## src/skc_pkg.sv

```systemverilog
// ============================================================================
// skc_pkg
// Shared types, register indexes, command codes and lookup tables of the
// soft-knee compressor.
// ============================================================================
package skc_pkg;

    // Register indexes of the configuration port.
    localparam logic [2:0] CFG_THRESHOLD = 3'd0;
    localparam logic [2:0] CFG_INV_RATIO = 3'd1;
    localparam logic [2:0] CFG_KNEE      = 3'd2;
    localparam logic [2:0] CFG_INV_KNEE  = 3'd3;
    localparam logic [2:0] CFG_MAKEUP    = 3'd4;
    localparam logic [2:0] CFG_ATTACK    = 3'd5;
    localparam logic [2:0] CFG_RELEASE   = 3'd6;
    localparam logic [2:0] CFG_LINK      = 3'd7;

    localparam int CFG_DATA_WIDTH = 17;

    // Fixed-point constants.
    localparam logic [22:0] DB_PER_LOG2 = 23'd394566;
    localparam logic [22:0] LOG2_PER_DB = 23'd2786635;
    localparam logic signed [15:0] ZERO_LEVEL_DB = -16'sd25600;

    typedef enum logic [4:0] {
        OP_NONE,
        OP_LOAD,
        OP_NORM,
        OP_LOG_MUL,
        OP_LOG_SET,
        OP_DB_MUL,
        OP_DB_SET,
        OP_ENV_MUL0,
        OP_ENV_MUL1,
        OP_ENV_SET,
        OP_CRV_MUL,
        OP_CRV_SET,
        OP_KNEE_MUL0,
        OP_KNEE_MUL1,
        OP_KNEE_SET,
        OP_GAIN_SET,
        OP_EXP_MUL,
        OP_EXP_SET,
        OP_MANT_MUL,
        OP_MANT_SET,
        OP_LEFT_MUL,
        OP_LEFT_SET,
        OP_RIGHT_MUL,
        OP_RIGHT_SET,
        OP_STORE
    } op_t;

    typedef struct packed {
        op_t        op;
        logic [2:0] step;
    } cmd_t;

    typedef struct packed {
        logic knee;
        logic linked;
    } status_t;

    // log2(1 + i/16) in Q1.16.
    function automatic logic [16:0] log_entry(input logic [4:0] i);
        logic [16:0] v;
        case (i)
            5'd0:  v = 17'd0;
            5'd1:  v = 17'd5732;
            5'd2:  v = 17'd11136;
            5'd3:  v = 17'd16248;
            5'd4:  v = 17'd21098;
            5'd5:  v = 17'd25711;
            5'd6:  v = 17'd30109;
            5'd7:  v = 17'd34312;
            5'd8:  v = 17'd38336;
            5'd9:  v = 17'd42196;
            5'd10: v = 17'd45904;
            5'd11: v = 17'd49472;
            5'd12: v = 17'd52911;
            5'd13: v = 17'd56229;
            5'd14: v = 17'd59434;
            5'd15: v = 17'd62534;
            5'd16: v = 17'd65536;
            default: v = 17'd0;
        endcase
        return v;
    endfunction

    // 2^(i/16) in Q16.
    function automatic logic [17:0] exp_entry(input logic [4:0] i);
        logic [17:0] v;
        case (i)
            5'd0:  v = 18'd65536;
            5'd1:  v = 18'd68438;
            5'd2:  v = 18'd71468;
            5'd3:  v = 18'd74632;
            5'd4:  v = 18'd77936;
            5'd5:  v = 18'd81386;
            5'd6:  v = 18'd84990;
            5'd7:  v = 18'd88752;
            5'd8:  v = 18'd92682;
            5'd9:  v = 18'd96785;
            5'd10: v = 18'd101070;
            5'd11: v = 18'd105545;
            5'd12: v = 18'd110218;
            5'd13: v = 18'd115098;
            5'd14: v = 18'd120194;
            5'd15: v = 18'd125515;
            5'd16: v = 18'd131072;
            default: v = 18'd65536;
        endcase
        return v;
    endfunction

endpackage

```

## src/skc_ctrl.sv

```systemverilog
// ============================================================================
// skc_ctrl
// Sequencer of the compressor: steps the datapath through detection,
// envelope, knee curve and gain, and owns the output valid flag.
// ============================================================================
module skc_ctrl (
    input  logic             clk,
    input  logic             rst_n,
    input  logic             in_valid,
    output logic             in_ready,
    output logic             out_valid,
    input  logic             out_ready,
    input  skc_pkg::status_t status,
    output skc_pkg::cmd_t    cmd
);

    typedef enum logic [4:0] {
        S_IDLE,
        S_NORM,
        S_LOG_MUL,
        S_LOG_SET,
        S_DB_MUL,
        S_DB_SET,
        S_ENV_MUL0,
        S_ENV_MUL1,
        S_ENV_SET,
        S_CRV_MUL,
        S_CRV_SET,
        S_KNEE_MUL0,
        S_KNEE_MUL1,
        S_KNEE_SET,
        S_GAIN_SET,
        S_EXP_MUL,
        S_EXP_SET,
        S_MANT_MUL,
        S_MANT_SET,
        S_LEFT_MUL,
        S_LEFT_SET,
        S_RIGHT_MUL,
        S_RIGHT_SET,
        S_STORE
    } state_t;

    state_t     state_reg, state_next;
    logic [2:0] step_reg, step_next;
    logic       out_valid_reg, out_valid_next;
    logic       store;

    assign in_ready  = (state_reg == S_IDLE);
    assign out_valid = out_valid_reg;
    assign store     = (state_reg == S_STORE) && (!out_valid_reg || out_ready);

    always_comb
    begin
        state_next = state_reg;
        step_next  = step_reg;
        cmd.op     = skc_pkg::OP_NONE;
        cmd.step   = step_reg;
        case (state_reg)
            S_IDLE:
            begin
                if (in_valid)
                begin
                    cmd.op     = skc_pkg::OP_LOAD;
                    step_next  = 3'd0;
                    state_next = S_NORM;
                end
            end
            S_NORM:
            begin
                cmd.op    = skc_pkg::OP_NORM;
                step_next = step_reg + 3'd1;
                if (step_reg == 3'd4)
                begin
                    state_next = S_LOG_MUL;
                end
            end
            S_LOG_MUL:   begin cmd.op = skc_pkg::OP_LOG_MUL;   state_next = S_LOG_SET;   end
            S_LOG_SET:   begin cmd.op = skc_pkg::OP_LOG_SET;   state_next = S_DB_MUL;    end
            S_DB_MUL:    begin cmd.op = skc_pkg::OP_DB_MUL;    state_next = S_DB_SET;    end
            S_DB_SET:    begin cmd.op = skc_pkg::OP_DB_SET;    state_next = S_ENV_MUL0;  end
            S_ENV_MUL0:  begin cmd.op = skc_pkg::OP_ENV_MUL0;  state_next = S_ENV_MUL1;  end
            S_ENV_MUL1:  begin cmd.op = skc_pkg::OP_ENV_MUL1;  state_next = S_ENV_SET;   end
            S_ENV_SET:   begin cmd.op = skc_pkg::OP_ENV_SET;   state_next = S_CRV_MUL;   end
            S_CRV_MUL:   begin cmd.op = skc_pkg::OP_CRV_MUL;   state_next = S_CRV_SET;   end
            S_CRV_SET:
            begin
                cmd.op     = skc_pkg::OP_CRV_SET;
                state_next = status.knee ? S_KNEE_MUL0 : S_GAIN_SET;
            end
            S_KNEE_MUL0: begin cmd.op = skc_pkg::OP_KNEE_MUL0; state_next = S_KNEE_MUL1; end
            S_KNEE_MUL1: begin cmd.op = skc_pkg::OP_KNEE_MUL1; state_next = S_KNEE_SET;  end
            S_KNEE_SET:  begin cmd.op = skc_pkg::OP_KNEE_SET;  state_next = S_GAIN_SET;  end
            S_GAIN_SET:  begin cmd.op = skc_pkg::OP_GAIN_SET;  state_next = S_EXP_MUL;   end
            S_EXP_MUL:   begin cmd.op = skc_pkg::OP_EXP_MUL;   state_next = S_EXP_SET;   end
            S_EXP_SET:   begin cmd.op = skc_pkg::OP_EXP_SET;   state_next = S_MANT_MUL;  end
            S_MANT_MUL:  begin cmd.op = skc_pkg::OP_MANT_MUL;  state_next = S_MANT_SET;  end
            S_MANT_SET:  begin cmd.op = skc_pkg::OP_MANT_SET;  state_next = S_LEFT_MUL;  end
            S_LEFT_MUL:  begin cmd.op = skc_pkg::OP_LEFT_MUL;  state_next = S_LEFT_SET;  end
            S_LEFT_SET:
            begin
                cmd.op     = skc_pkg::OP_LEFT_SET;
                state_next = status.linked ? S_RIGHT_MUL : S_STORE;
            end
            S_RIGHT_MUL: begin cmd.op = skc_pkg::OP_RIGHT_MUL; state_next = S_RIGHT_SET; end
            S_RIGHT_SET: begin cmd.op = skc_pkg::OP_RIGHT_SET; state_next = S_STORE;     end
            S_STORE:
            begin
                // The result register must be free before it is overwritten.
                if (store)
                begin
                    cmd.op     = skc_pkg::OP_STORE;
                    state_next = S_IDLE;
                end
            end
            default:
            begin
                state_next = S_IDLE;
            end
        endcase
    end

    always_comb
    begin
        if (store)
        begin
            out_valid_next = 1'b1;
        end
        else if (out_ready)
        begin
            out_valid_next = 1'b0;
        end
        else
        begin
            out_valid_next = out_valid_reg;
        end
    end

    always_ff @(posedge clk or negedge rst_n)
    begin
        if (!rst_n)
        begin
            state_reg     <= S_IDLE;
            step_reg      <= 3'd0;
            out_valid_reg <= 1'b0;
        end
        else
        begin
            state_reg     <= state_next;
            step_reg      <= step_next;
            out_valid_reg <= out_valid_next;
        end
    end

endmodule

```

## src/skc_datapath.sv

```systemverilog
// ============================================================================
// skc_datapath
// Configuration registers, envelope state and the arithmetic of the
// compressor around one shared signed multiplier with a registered product.
// ============================================================================
module skc_datapath #(
    parameter int SAMPLE_WIDTH = 24
) (
    input  logic                                   clk,
    input  logic                                   rst_n,
    input  skc_pkg::cmd_t                          cmd,
    output skc_pkg::status_t                       status,
    input  logic                                   cfg_write,
    input  logic [2:0]                             cfg_index,
    input  logic [skc_pkg::CFG_DATA_WIDTH-1:0]     cfg_data,
    input  logic signed [SAMPLE_WIDTH-1:0]         left_sample,
    input  logic signed [SAMPLE_WIDTH-1:0]         right_sample,
    output logic signed [SAMPLE_WIDTH-1:0]         left_out,
    output logic signed [SAMPLE_WIDTH-1:0]         right_out,
    output logic [14:0]                            reduction_amount
);

    localparam int W = SAMPLE_WIDTH;
    localparam logic signed [63:0] SAT_HI = (64'sd1 <<< (W - 1)) - 64'sd1;
    localparam logic signed [63:0] SAT_LO = -SAT_HI - 64'sd1;

    typedef enum logic [1:0] {
        RG_BELOW,
        RG_KNEE,
        RG_ABOVE
    } region_t;

    // Configuration and envelope state.
    logic signed [15:0] thr_reg;
    logic [16:0]        ir_reg;
    logic [12:0]        knee_reg;
    logic [15:0]        ik_reg;
    logic signed [13:0] mk_reg;
    logic [15:0]        attack_reg;
    logic [15:0]        release_reg;
    logic               link_reg;
    logic signed [15:0] env_reg;

    // Per-transaction working registers.
    logic signed [W-1:0] left_reg, right_reg;
    logic                mag_zero_reg;
    logic [31:0]         norm_reg;
    logic [4:0]          shift_reg;
    logic [21:0]         neg_reg;
    logic signed [15:0]  x_reg;
    logic [15:0]         coef_reg;
    logic signed [55:0]  acc_reg, prod_reg;
    region_t             region_reg;
    logic [16:0]         kf_reg;
    logic signed [19:0]  curve_reg;
    logic [14:0]         red_reg;
    logic signed [15:0]  g_reg;
    logic signed [5:0]   n_reg;
    logic [15:0]         frac_reg;
    logic [17:0]         mant_reg;
    logic signed [W-1:0] lres_reg, rres_reg;
    logic signed [W-1:0] left_out_reg, right_out_reg;
    logic [14:0]         red_out_reg;

    // Combinational helpers.
    logic [W-1:0]        mag_l, mag_r, mag_sel;
    logic [31:0]         norm_mask;
    logic [4:0]          norm_amt;
    logic [3:0]          log_idx;
    logic [11:0]         log_rem;
    logic [16:0]         log_diff, log_frac;
    logic [4:0]          exp_e;
    logic signed [7:0]   e_off;
    logic signed [24:0]  l_val;
    logic signed [55:0]  db_sum;
    logic [17:0]         db_q;
    logic signed [15:0]  x_val;
    logic signed [17:0]  t18, half18, start18, end18, env18, d18;
    logic [13:0]         d_val;
    logic signed [16:0]  env_minus_t;
    logic signed [17:0]  ir_m;
    region_t             region_val;
    logic signed [55:0]  rnd_sum;
    logic signed [55:0]  env_sum;
    logic [21:0]         kf_raw;
    logic signed [20:0]  red_diff, g_sum;
    logic [17:0]         exp_diff;
    logic [3:0]          exp_idx;
    logic [11:0]         exp_rem;
    logic signed [32:0]  mul_a;
    logic signed [22:0]  mul_b;
    logic                mul_en;
    logic signed [63:0]  v64, rnd64, shifted;
    logic [2:0]          lsh;
    logic [5:0]          rsh;
    logic signed [W-1:0] gained;

    assign status.knee   = (region_reg == RG_KNEE);
    assign status.linked = link_reg;

    assign left_out         = left_out_reg;
    assign right_out        = right_out_reg;
    assign reduction_amount = red_out_reg;

    // Detector magnitude; the most negative sample maps to 2^(W-1).
    always_comb
    begin
        mag_l   = left_sample[W-1] ? W'(-left_sample) : W'(left_sample);
        mag_r   = right_sample[W-1] ? W'(-right_sample) : W'(right_sample);
        mag_sel = (link_reg && (mag_r > mag_l)) ? mag_r : mag_l;
    end

    // Binary leading-one search: 16, 8, 4, 2, 1 bit steps.
    always_comb
    begin
        norm_amt = 5'd16 >> cmd.step;
        case (cmd.step)
            3'd0:    norm_mask = 32'hFFFF_0000;
            3'd1:    norm_mask = 32'hFF00_0000;
            3'd2:    norm_mask = 32'hF000_0000;
            3'd3:    norm_mask = 32'hC000_0000;
            default: norm_mask = 32'h8000_0000;
        endcase
    end

    // Log2 and dB conversion.
    always_comb
    begin
        log_idx  = norm_reg[30:27];
        log_rem  = norm_reg[26:15];
        log_diff = skc_pkg::log_entry({1'b0, log_idx} + 5'd1)
                   - skc_pkg::log_entry({1'b0, log_idx});
        log_frac = skc_pkg::log_entry({1'b0, log_idx}) + 17'(prod_reg[28:12]);
        exp_e    = 5'd31 - shift_reg;
        e_off    = $signed({3'b000, exp_e}) - 8'(W - 1);
        l_val    = $signed({e_off[7], e_off, 16'h0000}) + $signed({8'h00, log_frac});
        db_sum   = prod_reg + 56'sd8388608;
        db_q     = db_sum[41:24];
        if (mag_zero_reg)
        begin
            x_val = skc_pkg::ZERO_LEVEL_DB;
        end
        else if (db_q > 18'd32768)
        begin
            x_val = -16'sd32768;
        end
        else
        begin
            x_val = 16'(-$signed({1'b0, db_q}));
        end
    end

    // Knee geometry around the threshold.
    always_comb
    begin
        t18         = 18'(thr_reg);
        half18      = $signed({6'b000000, knee_reg[12:1]});
        start18     = t18 - half18;
        end18       = t18 + half18;
        env18       = 18'(env_reg);
        d18         = env18 - start18;
        d_val       = d18[13:0];
        env_minus_t = 17'(env_reg) - 17'(thr_reg);
        ir_m        = $signed({1'b0, ir_reg}) - 18'sd65536;
        if (env18 <= start18)
        begin
            region_val = RG_BELOW;
        end
        else if (env18 >= end18)
        begin
            region_val = RG_ABOVE;
        end
        else
        begin
            region_val = RG_KNEE;
        end
        env_sum  = acc_reg + prod_reg + 56'sd32768;
        rnd_sum  = prod_reg + 56'sd32768;
        kf_raw   = 22'((prod_reg + 56'sd128) >>> 8);
        red_diff = 21'(env_reg) - 21'(curve_reg);
        g_sum    = 21'(curve_reg) - 21'(env_reg) + 21'(mk_reg);
    end

    // Exponent table and gain shift.
    always_comb
    begin
        exp_idx  = frac_reg[15:12];
        exp_rem  = frac_reg[11:0];
        exp_diff = skc_pkg::exp_entry({1'b0, exp_idx} + 5'd1)
                   - skc_pkg::exp_entry({1'b0, exp_idx});
        v64      = 64'(prod_reg);
        lsh      = 3'(n_reg - 6'sd16);
        rsh      = 6'(6'sd16 - n_reg);
        rnd64    = (rsh == 6'd0) ? 64'sd0 : (64'sd1 <<< (rsh - 6'd1));
        if (n_reg > 6'sd16)
        begin
            shifted = v64 <<< lsh;
        end
        else
        begin
            shifted = (v64 + rnd64) >>> rsh;
        end
        if (shifted > SAT_HI)
        begin
            gained = W'(SAT_HI);
        end
        else if (shifted < SAT_LO)
        begin
            gained = W'(SAT_LO);
        end
        else
        begin
            gained = W'(shifted);
        end
    end

    // Operand selection of the shared multiplier.
    always_comb
    begin
        mul_a  = 33'sd0;
        mul_b  = 23'sd0;
        mul_en = 1'b1;
        case (cmd.op)
            skc_pkg::OP_LOG_MUL:
            begin
                mul_a = $signed({16'h0000, log_diff});
                mul_b = $signed({11'h000, log_rem});
            end
            skc_pkg::OP_DB_MUL:
            begin
                mul_a = $signed({11'h000, neg_reg});
                mul_b = $signed(skc_pkg::DB_PER_LOG2);
            end
            skc_pkg::OP_ENV_MUL0:
            begin
                mul_a = $signed({17'h00000, coef_reg});
                mul_b = 23'(env_reg);
            end
            skc_pkg::OP_ENV_MUL1:
            begin
                mul_a = $signed(33'd65536 - {17'h00000, coef_reg});
                mul_b = 23'(x_reg);
            end
            skc_pkg::OP_CRV_MUL:
            begin
                if (region_val == RG_ABOVE)
                begin
                    mul_a = 33'(env_minus_t);
                    mul_b = $signed({6'h00, ir_reg});
                end
                else
                begin
                    mul_a = $signed({19'h00000, d_val});
                    mul_b = $signed({7'h00, ik_reg});
                end
            end
            skc_pkg::OP_KNEE_MUL0:
            begin
                mul_a = $signed({19'h00000, d_val});
                mul_b = $signed({6'h00, kf_reg});
            end
            skc_pkg::OP_KNEE_MUL1:
            begin
                mul_a = prod_reg[32:0];
                mul_b = 23'(ir_m);
            end
            skc_pkg::OP_EXP_MUL:
            begin
                mul_a = 33'(g_reg);
                mul_b = $signed(skc_pkg::LOG2_PER_DB);
            end
            skc_pkg::OP_MANT_MUL:
            begin
                mul_a = $signed({15'h0000, exp_diff});
                mul_b = $signed({11'h000, exp_rem});
            end
            skc_pkg::OP_LEFT_MUL:
            begin
                mul_a = 33'(left_reg);
                mul_b = $signed({5'h00, mant_reg});
            end
            skc_pkg::OP_RIGHT_MUL:
            begin
                mul_a = 33'(right_reg);
                mul_b = $signed({5'h00, mant_reg});
            end
            default:
            begin
                mul_en = 1'b0;
            end
        endcase
    end

    // Configuration and envelope state.
    always_ff @(posedge clk or negedge rst_n)
    begin
        if (!rst_n)
        begin
            thr_reg     <= -16'sd5120;
            ir_reg      <= 17'd16384;
            knee_reg    <= 13'd1536;
            ik_reg      <= 16'd10923;
            mk_reg      <= 14'sd0;
            attack_reg  <= 16'd65400;
            release_reg <= 16'd65522;
            link_reg    <= 1'b0;
            env_reg     <= 16'sd0;
        end
        else
        begin
            if (cfg_write)
            begin
                case (cfg_index)
                    skc_pkg::CFG_THRESHOLD: thr_reg     <= $signed(cfg_data[15:0]);
                    skc_pkg::CFG_INV_RATIO: ir_reg      <= cfg_data[16:0];
                    skc_pkg::CFG_KNEE:      knee_reg    <= cfg_data[12:0];
                    skc_pkg::CFG_INV_KNEE:  ik_reg      <= cfg_data[15:0];
                    skc_pkg::CFG_MAKEUP:    mk_reg      <= $signed(cfg_data[13:0]);
                    skc_pkg::CFG_ATTACK:    attack_reg  <= cfg_data[15:0];
                    skc_pkg::CFG_RELEASE:   release_reg <= cfg_data[15:0];
                    skc_pkg::CFG_LINK:      link_reg    <= cfg_data[0];
                    default:                link_reg    <= link_reg;
                endcase
            end
            if (cmd.op == skc_pkg::OP_ENV_SET)
            begin
                // Floor of the rounded sum over 2^16; the result fits 16 bits.
                env_reg <= $signed(env_sum[31:16]);
            end
        end
    end

    // Working registers.
    always_ff @(posedge clk)
    begin
        if (mul_en)
        begin
            prod_reg <= mul_a * mul_b;
        end
        case (cmd.op)
            skc_pkg::OP_LOAD:
            begin
                left_reg     <= left_sample;
                right_reg    <= right_sample;
                norm_reg     <= 32'(mag_sel);
                shift_reg    <= 5'd0;
                mag_zero_reg <= (mag_sel == '0);
            end
            skc_pkg::OP_NORM:
            begin
                if ((norm_reg & norm_mask) == 32'h0)
                begin
                    norm_reg  <= norm_reg << norm_amt;
                    shift_reg <= shift_reg + norm_amt;
                end
            end
            skc_pkg::OP_LOG_SET:
            begin
                neg_reg <= (l_val > 25'sd0) ? 22'd0 : 22'(-l_val);
            end
            skc_pkg::OP_DB_SET:
            begin
                x_reg    <= x_val;
                coef_reg <= (x_val > env_reg) ? attack_reg : release_reg;
            end
            skc_pkg::OP_ENV_MUL1:
            begin
                acc_reg <= prod_reg;
            end
            skc_pkg::OP_CRV_MUL:
            begin
                region_reg <= region_val;
            end
            skc_pkg::OP_CRV_SET:
            begin
                if (region_reg == RG_ABOVE)
                begin
                    curve_reg <= 20'(thr_reg) + $signed(rnd_sum[35:16]);
                end
                else
                begin
                    curve_reg <= 20'(env_reg);
                end
                kf_reg <= (kf_raw > 22'd65536) ? 17'd65536 : kf_raw[16:0];
            end
            skc_pkg::OP_KNEE_SET:
            begin
                curve_reg <= 20'(env_reg)
                             + $signed(20'((prod_reg + (56'sd1 <<< 32)) >>> 33));
            end
            skc_pkg::OP_GAIN_SET:
            begin
                if (red_diff < 21'sd0)
                begin
                    red_reg <= 15'd0;
                end
                else if (red_diff > 21'sd32767)
                begin
                    red_reg <= 15'd32767;
                end
                else
                begin
                    red_reg <= red_diff[14:0];
                end
                if (g_sum < -21'sd32768)
                begin
                    g_reg <= -16'sd32768;
                end
                else if (g_sum > 21'sd32767)
                begin
                    g_reg <= 16'sd32767;
                end
                else
                begin
                    g_reg <= g_sum[15:0];
                end
            end
            skc_pkg::OP_EXP_SET:
            begin
                n_reg    <= $signed(rnd_sum[37:32]);
                frac_reg <= rnd_sum[31:16];
            end
            skc_pkg::OP_MANT_SET:
            begin
                mant_reg <= skc_pkg::exp_entry({1'b0, exp_idx}) + 18'(prod_reg[28:12]);
            end
            skc_pkg::OP_LEFT_SET:
            begin
                lres_reg <= gained;
            end
            skc_pkg::OP_RIGHT_SET:
            begin
                rres_reg <= gained;
            end
            skc_pkg::OP_STORE:
            begin
                left_out_reg  <= lres_reg;
                right_out_reg <= link_reg ? rres_reg : right_reg;
                red_out_reg   <= red_reg;
            end
            default:
            begin
                left_reg <= left_reg;
            end
        endcase
    end

endmodule

```

## src/soft_knee_compressor.sv

```systemverilog
// ============================================================================
// soft_knee_compressor
// Soft-knee feedforward stereo compressor with dB envelope, static curve,
// makeup gain and saturating outputs.
// ============================================================================
//
// Channel  | Handshake                    | Payload
// ---------+------------------------------+----------------------------------
// input    | in_valid / in_ready          | left_sample, right_sample
// output   | out_valid / out_ready        | left_out, right_out,
//          |                              | reduction_amount
// config   | cfg_write                    | cfg_index, cfg_data
//
// A transaction runs from acceptance to the result register through the
// sequencer states, with the knee states only inside the knee and the
// right-channel states only when stereo linked; the sequencer is back in
// idle before the next input is taken. Every log, envelope, knee,
// exponent and gain step passes through the one shared multiplier in turn.
// A new input is taken once the previous item has reached the result
// register, even while that result is still stalled by out_ready.
// Reset clears the envelope to 0 dB and loads the register defaults.
module soft_knee_compressor #(
    parameter int SAMPLE_WIDTH = 24
) (
    input  logic                               clk,
    input  logic                               rst_n,
    input  logic                               in_valid,
    output logic                               in_ready,
    input  logic signed [SAMPLE_WIDTH-1:0]     left_sample,
    input  logic signed [SAMPLE_WIDTH-1:0]     right_sample,
    output logic                               out_valid,
    input  logic                               out_ready,
    output logic signed [SAMPLE_WIDTH-1:0]     left_out,
    output logic signed [SAMPLE_WIDTH-1:0]     right_out,
    output logic [14:0]                        reduction_amount,
    input  logic                               cfg_write,
    input  logic [2:0]                         cfg_index,
    input  logic [skc_pkg::CFG_DATA_WIDTH-1:0] cfg_data
);

    skc_pkg::cmd_t    cmd;
    skc_pkg::status_t status;

    skc_ctrl u_ctrl (
        .clk       (clk),
        .rst_n     (rst_n),
        .in_valid  (in_valid),
        .in_ready  (in_ready),
        .out_valid (out_valid),
        .out_ready (out_ready),
        .status    (status),
        .cmd       (cmd)
    );

    skc_datapath #(
        .SAMPLE_WIDTH (SAMPLE_WIDTH)
    ) u_datapath (
        .clk              (clk),
        .rst_n            (rst_n),
        .cmd              (cmd),
        .status           (status),
        .cfg_write        (cfg_write),
        .cfg_index        (cfg_index),
        .cfg_data         (cfg_data),
        .left_sample      (left_sample),
        .right_sample     (right_sample),
        .left_out         (left_out),
        .right_out        (right_out),
        .reduction_amount (reduction_amount)
    );

    // An accepted transaction keeps the sequencer busy on the next cycle.
    a_busy_after_accept: assert property (
        @(posedge clk) disable iff (!rst_n)
        (in_valid && in_ready) |=> !in_ready
    ) else $error("input still ready right after a transaction was accepted");

    // A new result is only presented once the sequencer is back to idle.
    a_idle_on_result: assert property (
        @(posedge clk) disable iff (!rst_n)
        $rose(out_valid) |-> in_ready
    ) else $error("result presented while the sequencer is still busy");

    // The load command is only issued for an accepted transaction.
    a_load_on_accept: assert property (
        @(posedge clk) disable iff (!rst_n)
        (cmd.op == skc_pkg::OP_LOAD) |-> (in_valid && in_ready)
    ) else $error("datapath loaded without an accepted transaction");

endmodule

```

## config.mk

```make
export PLATFORM = sky130hd
export DESIGN_NAME = soft_knee_compressor
export DESIGN_NICKNAME = d
export VERILOG_FILES = /design/src/skc_pkg.sv /design/src/skc_ctrl.sv /design/src/skc_datapath.sv /design/src/soft_knee_compressor.sv
export SDC_FILE = /design/constraint.sdc
export NUM_CORES = 2
export LEC_CHECK = 0
export BUFFER_PORTS_ARGS = -buffer_cell sky130_fd_sc_hd__buf_2
export CORE_UTILIZATION = 45
export CTS_CLUSTER_SIZE = 20
export DETAILED_ROUTE_END_ITERATION = 12
export MAX_ROUTING_LAYER = met4
export PLACE_DENSITY_LB_ADDON = 0.08
export SLEW_MARGIN = 30
export SYNTH_ARGS = -nofsm -noshare
export SYNTH_HDL_FRONTEND = slang
export SYNTH_HIERARCHICAL = 1
export SYNTH_SLANG_ARGS = --single-unit
```

## constraint.sdc

```tcl
create_clock -name clk -period 27.4 [get_ports clk]
set_input_delay 1.37 -clock clk [delete_from_list [all_inputs] [get_ports clk]]
set_output_delay 1.37 -clock clk [all_outputs]
set_load 0.005 [all_outputs]
```

Word level (Yosys, flattened, before mapping)
Memory sizes are Yosys's and may differ from the RTL's. A register that Yosys moved wholly into a read port is not among the register bits.
Cells that the tools add are included.

storage, ports and cells
  ROM bits = 2144
  register bits after elaboration = 583
  bits of input ports = 73
  memories kept = 6
  word-level logic and storage cells = 235

memory list
  memory            words  width  read ports  clocked after memory_dff  write ports  line           text
  (name not given)  32     18     1           0                         0            skc_pkg.sv:92  case (i)
  (name not given)  32     17     1           0                         0            skc_pkg.sv:66  case (i)
  (name not given)  16     16     1           1                         0            skc_pkg.sv:92
  (name not given)  16     16     1           1                         0            skc_pkg.sv:66
  (name not given)  16     16     1           1                         0            skc_pkg.sv:66
  (name not given)  16     16     1           1                         0            skc_pkg.sv:92

operators by class
  reduce and logical (&&, ||, !) cells = 27
  muxes and demuxes = 45
  add/sub/neg operators = 36
  bitwise gates (word level) = 1
  equal/unequal tests = 65
  order comparisons = 14
  $mul = 1
  shift operators = 5

operators with widths
  kind                                                             count
  case mux 33 bit (11 select lines)                                1
  case mux 5 bit (24 select lines)                                 2
  case mux 23 bit (10 select lines)                                1
  2-to-1 mux 24 bit                                                6
  2-to-1 mux 64 bit                                                2
  case mux 31 bit (4 select lines)                                 1
  == test 5 bit, second input constant                             17
  == test 5 x 4 -> 1 bit, second input constant                    16
  adder 56 x 64 -> 64 bit                                          1
  greater-than comparator 64 x 24 -> 1 bit, second input constant  1
  less-than comparator 64 x 24 -> 1 bit, second input constant     1
  2-to-1 mux 16 bit                                                4
  case mux 32 bit (2 select lines)                                 1
  <<< shifter 2 x 6 -> 64 bit, first input constant                1
  <<< shifter 56 x 3 -> 64 bit                                     1
  >>> shifter 64 x 6 -> 64 bit                                     1
  multiplier 33 x 23 -> 56 bit                                     1
  adder 53 x 34 -> 53 bit, second input constant                   1
  negator 24 bit                                                   2
  adder 42 x 25 -> 42 bit, second input constant                   1
  greater-than comparator 21 x 16 -> 1 bit, second input constant  2
  adder 16 x 20 -> 20 bit                                          2
  == test 5 x 3 -> 1 bit, second input constant                    8
  case mux 20 bit (2 select lines)                                 1
  76 further kinds                                                 119

Depth between registers and ports, before layout
  depth in word-level cells = 10
  gate-level depth with buffers = 64
  mapped depth without buffers = 60

Hierarchy
Netlist, hierarchy kept.

by module, submodules not included
  module        area an instance (um^2)  times used  cells an instance
  skc_datapath  81809.7                  1           9501
  skc_ctrl      620.6                    1           71

Worst setup path before layout
Ideal clock, no wire load.

  kind = register to register
  from = register u_datapath.thr_reg[2]
  to = register u_datapath.prod_reg[55] (data pin)
  arrival time = 12.685 ns
  path buffers = 5
  slack = 14.455 ns
  required time = 27.140 ns
  cell stages (with the launch flop) = 55
  setup time = 0.260 ns
  cells stage by stage = dfrtp_1 -> ha_1 -> clkbuf_1 -> o21ai_0 -> a21oi_1 -> o21ai_0 -> nand2b_1 -> a21oi_1 -> o21ai_0 -> a21oi_1 -> o21ai_0 -> a21oi_1 -> o21bai_1 -> xnor2_1 -> ha_1 -> nand4_1 -> or2_2 -> o41ai_1 -> [19 not listed] -> fa_1 -> inv_1 -> fa_1 -> inv_1 -> ha_1 -> a21o_1 -> a21o_1 -> a21o_1 -> o41ai_1 -> o21ai_0 -> o311ai_0 -> a31o_2 -> o21ai_0 -> and2_1 -> o2111a_1 -> a221oi_1 -> o21ai_0 -> xnor2_1

between the ends
  cells in the longest elaborated chain, start to end = 8
  elaborated cells on any way between the ends = 14
  classes of those cells = 4 x add/sub; 1 x mul; 2 x order compare; 1 x eq/ne; 6 x mux

ends and longest elaborated chain
  element                                                                                 line                 text
  from (decl)                                                                             skc_datapath.sv:34   logic signed [15:0] thr_reg;
  from (signal assigned)                                                                  skc_datapath.sv:299  thr_reg <= -16'sd5120;
  from (signal assigned)                                                                  skc_datapath.sv:314  skc_pkg::CFG_THRESHOLD: thr_reg <= $signed(cfg_data[15:0]);
  adder 16 x 13 -> 17 bit                                                                 skc_datapath.sv:159  end18 = t18 + half18;
  >= comparator 16 x 17 -> 1 bit                                                          skc_datapath.sv:169  else if (env18 >= end18)
  2-to-1 mux 2 bit                                                                        skc_datapath.sv:169
  2-to-1 mux 2 bit (*)                                                                    skc_datapath.sv:165  if (env18 <= start18)
  net u_datapath.region_val[1]                                                            skc_datapath.sv:82   region_t region_val;
  == test 2 bit (*)                                                                       skc_datapath.sv:246  if (region_val == RG_ABOVE)
  2-to-1 mux 33 bit or 2-to-1 mux 17 bit (tied branches)                                  skc_datapath.sv:246
  case mux 33 bit (11 select lines) or case mux 23 bit (10 select lines) (tied branches)  skc_datapath.sv:223  case (cmd.op)
  multiplier 33 x 23 -> 56 bit (*)                                                        skc_datapath.sv:338  prod_reg <= mul_a * mul_b;
  to (signal assigned)                                                                    skc_datapath.sv:338
  to (decl)                                                                               skc_datapath.sv:52   logic signed [55:0] acc_reg, prod_reg;

The timed path passes the listed nets; every way through them passes the cells marked *.
A chain may end at the register's enable or synchronous reset.

Worst setup path in the final report
  from = register u_datapath.thr_reg[1]
  to = register u_datapath.prod_reg[55] (data pin)

between the ends
  cells in the longest elaborated chain, start to end = 8
  elaborated cells on any way between the ends = 14
  classes of those cells = 4 x add/sub; 1 x mul; 2 x order compare; 1 x eq/ne; 6 x mux

ends and longest elaborated chain
  element                                                                                 line
  adder 16 x 13 -> 17 bit                                                                 skc_datapath.sv:159
  >= comparator 16 x 17 -> 1 bit                                                          skc_datapath.sv:169
  2-to-1 mux 2 bit                                                                        skc_datapath.sv:169
  2-to-1 mux 2 bit                                                                        skc_datapath.sv:165
  == test 2 bit                                                                           skc_datapath.sv:246
  2-to-1 mux 33 bit or 2-to-1 mux 17 bit (tied branches)                                  skc_datapath.sv:246
  case mux 33 bit (11 select lines) or case mux 23 bit (10 select lines) (tied branches)  skc_datapath.sv:223
  multiplier 33 x 23 -> 56 bit (*)                                                        skc_datapath.sv:338

Mark *: on every way between the ends. The rest lies on a longest branch, timed or not.

==> results.ini <==
[logic_synthesis]
synth-seq-area-share_pct=21.2
synthCells=9572
syn-num-nets=11029
synthArstFlopShare_pct=21.7
ys_types=121
syn_area_per_cell_um2=8.61
synth_edf_count=449
yosys_warnings=6
ys_ff_latch=614
synthFlopType=edfxtp_1
synth_area_mm2=0.0824

[sta]
period_needed_ps=15100
setup_viol=0
tightest_slew_ps=1070
rsz0062_at_grt=false
finalClockSkew_ps=72.3
maxSlewHeadroom_pct=28.4
hold_viol_final=0
finalSetupTns_ps=0
drv_slew=0
fmax_ghz=0.0662
finalCritPeriodShare_pct=55.1

[worst_hold_path]
worstHoldPathCells=0
hp-class=flip-flop to flip-flop
hold_path.startpoint=u_datapath/lres_reg[1]$_DFFE_PN_
min_to=u_datapath/left_out[1]$_DFFE_PN_

[setup_path]
crit_path_max_incr_delay_ps=800
cp-end-kind=flip-flop
worst-r2r-setup-slack_ps=12300
reg2regPathDepth=53
arrival_ps=15540
critPathMaxFanout=35
required_ps=27840
r2r_end=u_datapath/prod_reg[55]$_DFFE_PP_
critPathKind=flip-flop to flip-flop
crit_slowest_cell=o311ai_1
r2r-start=u_datapath/thr_reg[1]$_DFFE_PN0P_
start_kind=flip-flop

[clock_tree]
cts_setup_buffers=0
cts_resized=0
cts_buffers=77
htree_levels=3
clkTransAtPathRegs_ps=70
clockBufferDepth=3
cts-root-buf=clkbuf_16
worstSkewPairLatency_ps=740
holdBufCountCts=0
cts_tree=yes
cts_sinks=614

[finish]
largest_reg_flops=56
area_delta_synth_final_pct=8.04
nets=10966
seqCellArea_mm2=0.0175
num-fill-cells=17556
drive_above_1_share_pct=8.96
multiInputGateArea_mm2=0.0586

[floorplanning]
core.rowCount=156
die_y_um=430
start_util_pct=45.5
floorplan.die.width_um=430
io_pins=138
dieArea_mm2=0.185
fp.coreArea_mm2=0.181

[routing]
vias=73712
viasPerCell=6.16
initialDrtViolationCount=7892
drt_first_pass_iters=7
drc=0
wl_um=349000
ant_nets=0
avgRoutedWirePerCell_um=29.2

[global_routing]
grt_pass1_wl_um=502000
grt_pass1_vias=71958
grt-ovfl-total=0
antenna_found_initial=19
grt_max_degree=162
grt_usage_pct=38.4

[status]
status=finished clean

[job]
maxCapViolCount=0

[placed_design]
io_buffers=137
gp_congestion=1.03
dp_hpwl_um=273000

[kinds of logic after synthesis]
logic type                 Yosys count  share of synthesized area (%)
adders and majority gates         1384                           28.4
and+or+nand+nor                   2886                           15.9
xor gates and xnor gates           462                           4.92
muxes                              359                           4.87
AOI/OAI and AO/OA                 2074                           16.5
buffers and inverters             1793                           8.25
DFF                                614                           21.2
[how the worst max path moves through the flow]
stage,from,endpoint,cells after the start
after floorplan,u_datapath/thr_reg[2]$_DFFE_PN0P_,u_datapath/prod_reg[55]$_DFFE_PP_,54
after global placement,u_datapath/thr_reg[0]$_DFFE_PN0P_,u_datapath/prod_reg[55]$_DFFE_PP_,56
after detailed placement,u_datapath/thr_reg[0]$_DFFE_PN0P_,u_datapath/prod_reg[55]$_DFFE_PP_,56
after CTS,u_datapath/thr_reg[1]$_DFFE_PN0P_,u_datapath/prod_reg[55]$_DFFE_PP_,53
after global routing,u_datapath/thr_reg[0]$_DFFE_PN0P_,u_datapath/prod_reg[55]$_DFFE_PP_,56
final,u_datapath/thr_reg[1]$_DFFE_PN0P_,u_datapath/prod_reg[55]$_DFFE_PP_,53
[layer usage]
metal  part of all wire [%]  global-route usage (%)  vias up
li1                       -                       -    32443
met1                     42                    50.4    37075
met2                     44                    57.6     3536
met3                    9.4                    7.51      658
met4                    5.1                    16.6        0
met5                      0                       -        -
[cells in the final DEF (no fill, tap or decap), types with 42 or more instances in the layout]
| cell type | netlist | routed |
|---|---|---|
| and3_1 | 53 | 53 |
| ha_1 | 576 | 575 |
| o21a_1 | 75 | 74 |
| mux2_2 | 163 | 163 |
| xnor2_1 | 305 | 299 |
| a221oi_1 | 51 | 51 |
| nor3_1 | 190 | 187 |
| inv_1 | 1290 | 1288 |
| dfrtp_1 | 92 | 92 |
| and2_1 | 175 | 174 |
| buf_2 | 33 | 136 |
| mux2i_1 | 178 | 177 |
| o22ai_1 | 53 | 51 |
| buf_4 | 3 | 211 |
| nand3_1 | 148 | 148 |
| nor2_1 | 811 | 792 |
| nand2_1 | 1077 | 1076 |
| o21ai_1 | 37 | 42 |
| nor2b_1 | 66 | 65 |
| or3_1 | 42 | 42 |
| edfxtp_1 | 449 | 449 |
| fa_1 | 808 | 808 |
| o211ai_1 | 101 | 101 |
| o21bai_1 | 72 | 70 |
| nand4_1 | 86 | 86 |
| xor2_1 | 156 | 152 |
| a31oi_1 | 58 | 56 |
| a21o_1 | 115 | 115 |
| o21ai_0 | 437 | 425 |
| clkbuf_16 | 0 | 79 |
| nand2b_1 | 76 | 76 |
| a22oi_1 | 74 | 74 |
| a211oi_1 | 118 | 116 |
| a21oi_1 | 529 | 524 |
[final cells by class]
class | instances | area share, %
multi-input combinational | 7165 | 65.8
sequential | 614 | 19.7
inverter | 1297 | 5.47
tap | 2370 | 3.33
timing repair buffer | 354 | 2.67
clock buffer | 95 | 2.34
clock inverter | 49 | 0.645
antenna | 16 | 0.0450
[metrics by stage]
stage	utilization, %	instance area [um^2]	instances	hold slack, ps	worst slack [ps]
5_1_grt	49.1	89000	11952	423	11460
2_1_floorplan	-	82400	9572	400	14450
3_5_place_dp	47.6	86300	11798	405	12580
6_report	49.1	89100	11960	419	12300
3_3_place_gp	47.5	86200	11794	401	12410
4_1_cts	49.0	88900	11942	415	12490
[cell usage after synthesis (42+ instances only)]
cell type,instances,share of area (%)
nand2b_1,76,0.58
nor3_1,190,1.2
nor2_1,811,3.7
xor2_1,156,1.7
edfxtp_1,449,16
nand2_1,1077,4.9
nand3_1,148,0.90
inv_1,1290,5.9
nor2b_1,66,0.50
and2_1,175,1.3
a221oi_1,51,0.54
a31oi_1,58,0.44
o21bai_1,72,0.66
dfrtp_1,92,2.8
ha_1,576,8.7
and3_1,53,0.40
o21a_1,75,0.68
mux2i_1,178,2.2
o22ai_1,53,0.40
a21o_1,115,1.0
a22oi_1,74,0.67
fa_1,808,20
a21oi_1,529,3.2
nand4_1,86,0.65
or3_1,42,0.32
clkbuf_1,418,1.9
mux2_2,163,2.2
o211ai_1,101,0.92
a211oi_1,118,1.1
xnor2_1,305,3.2
o21ai_0,437,2.7
[worst max-delay path: cells and delay by family, from the launching register on]
| kind | cells | cell delay [ps] |
|---|---|---|
| compound gates | 25 | 7070 |
| fa+ha+maj | 10 | 4260 |
| simple gates | 9 | 1360 |
| xor+xnor | 2 | 210 |
| mux | 1 | 220 |
| flops | 1 | 490 |
| buf+inv | 6 | 1110 |
Power is left out: the tool's default activity adds up to more than one toggle a clock period on the data nets, which glitch-free logic cannot reach.
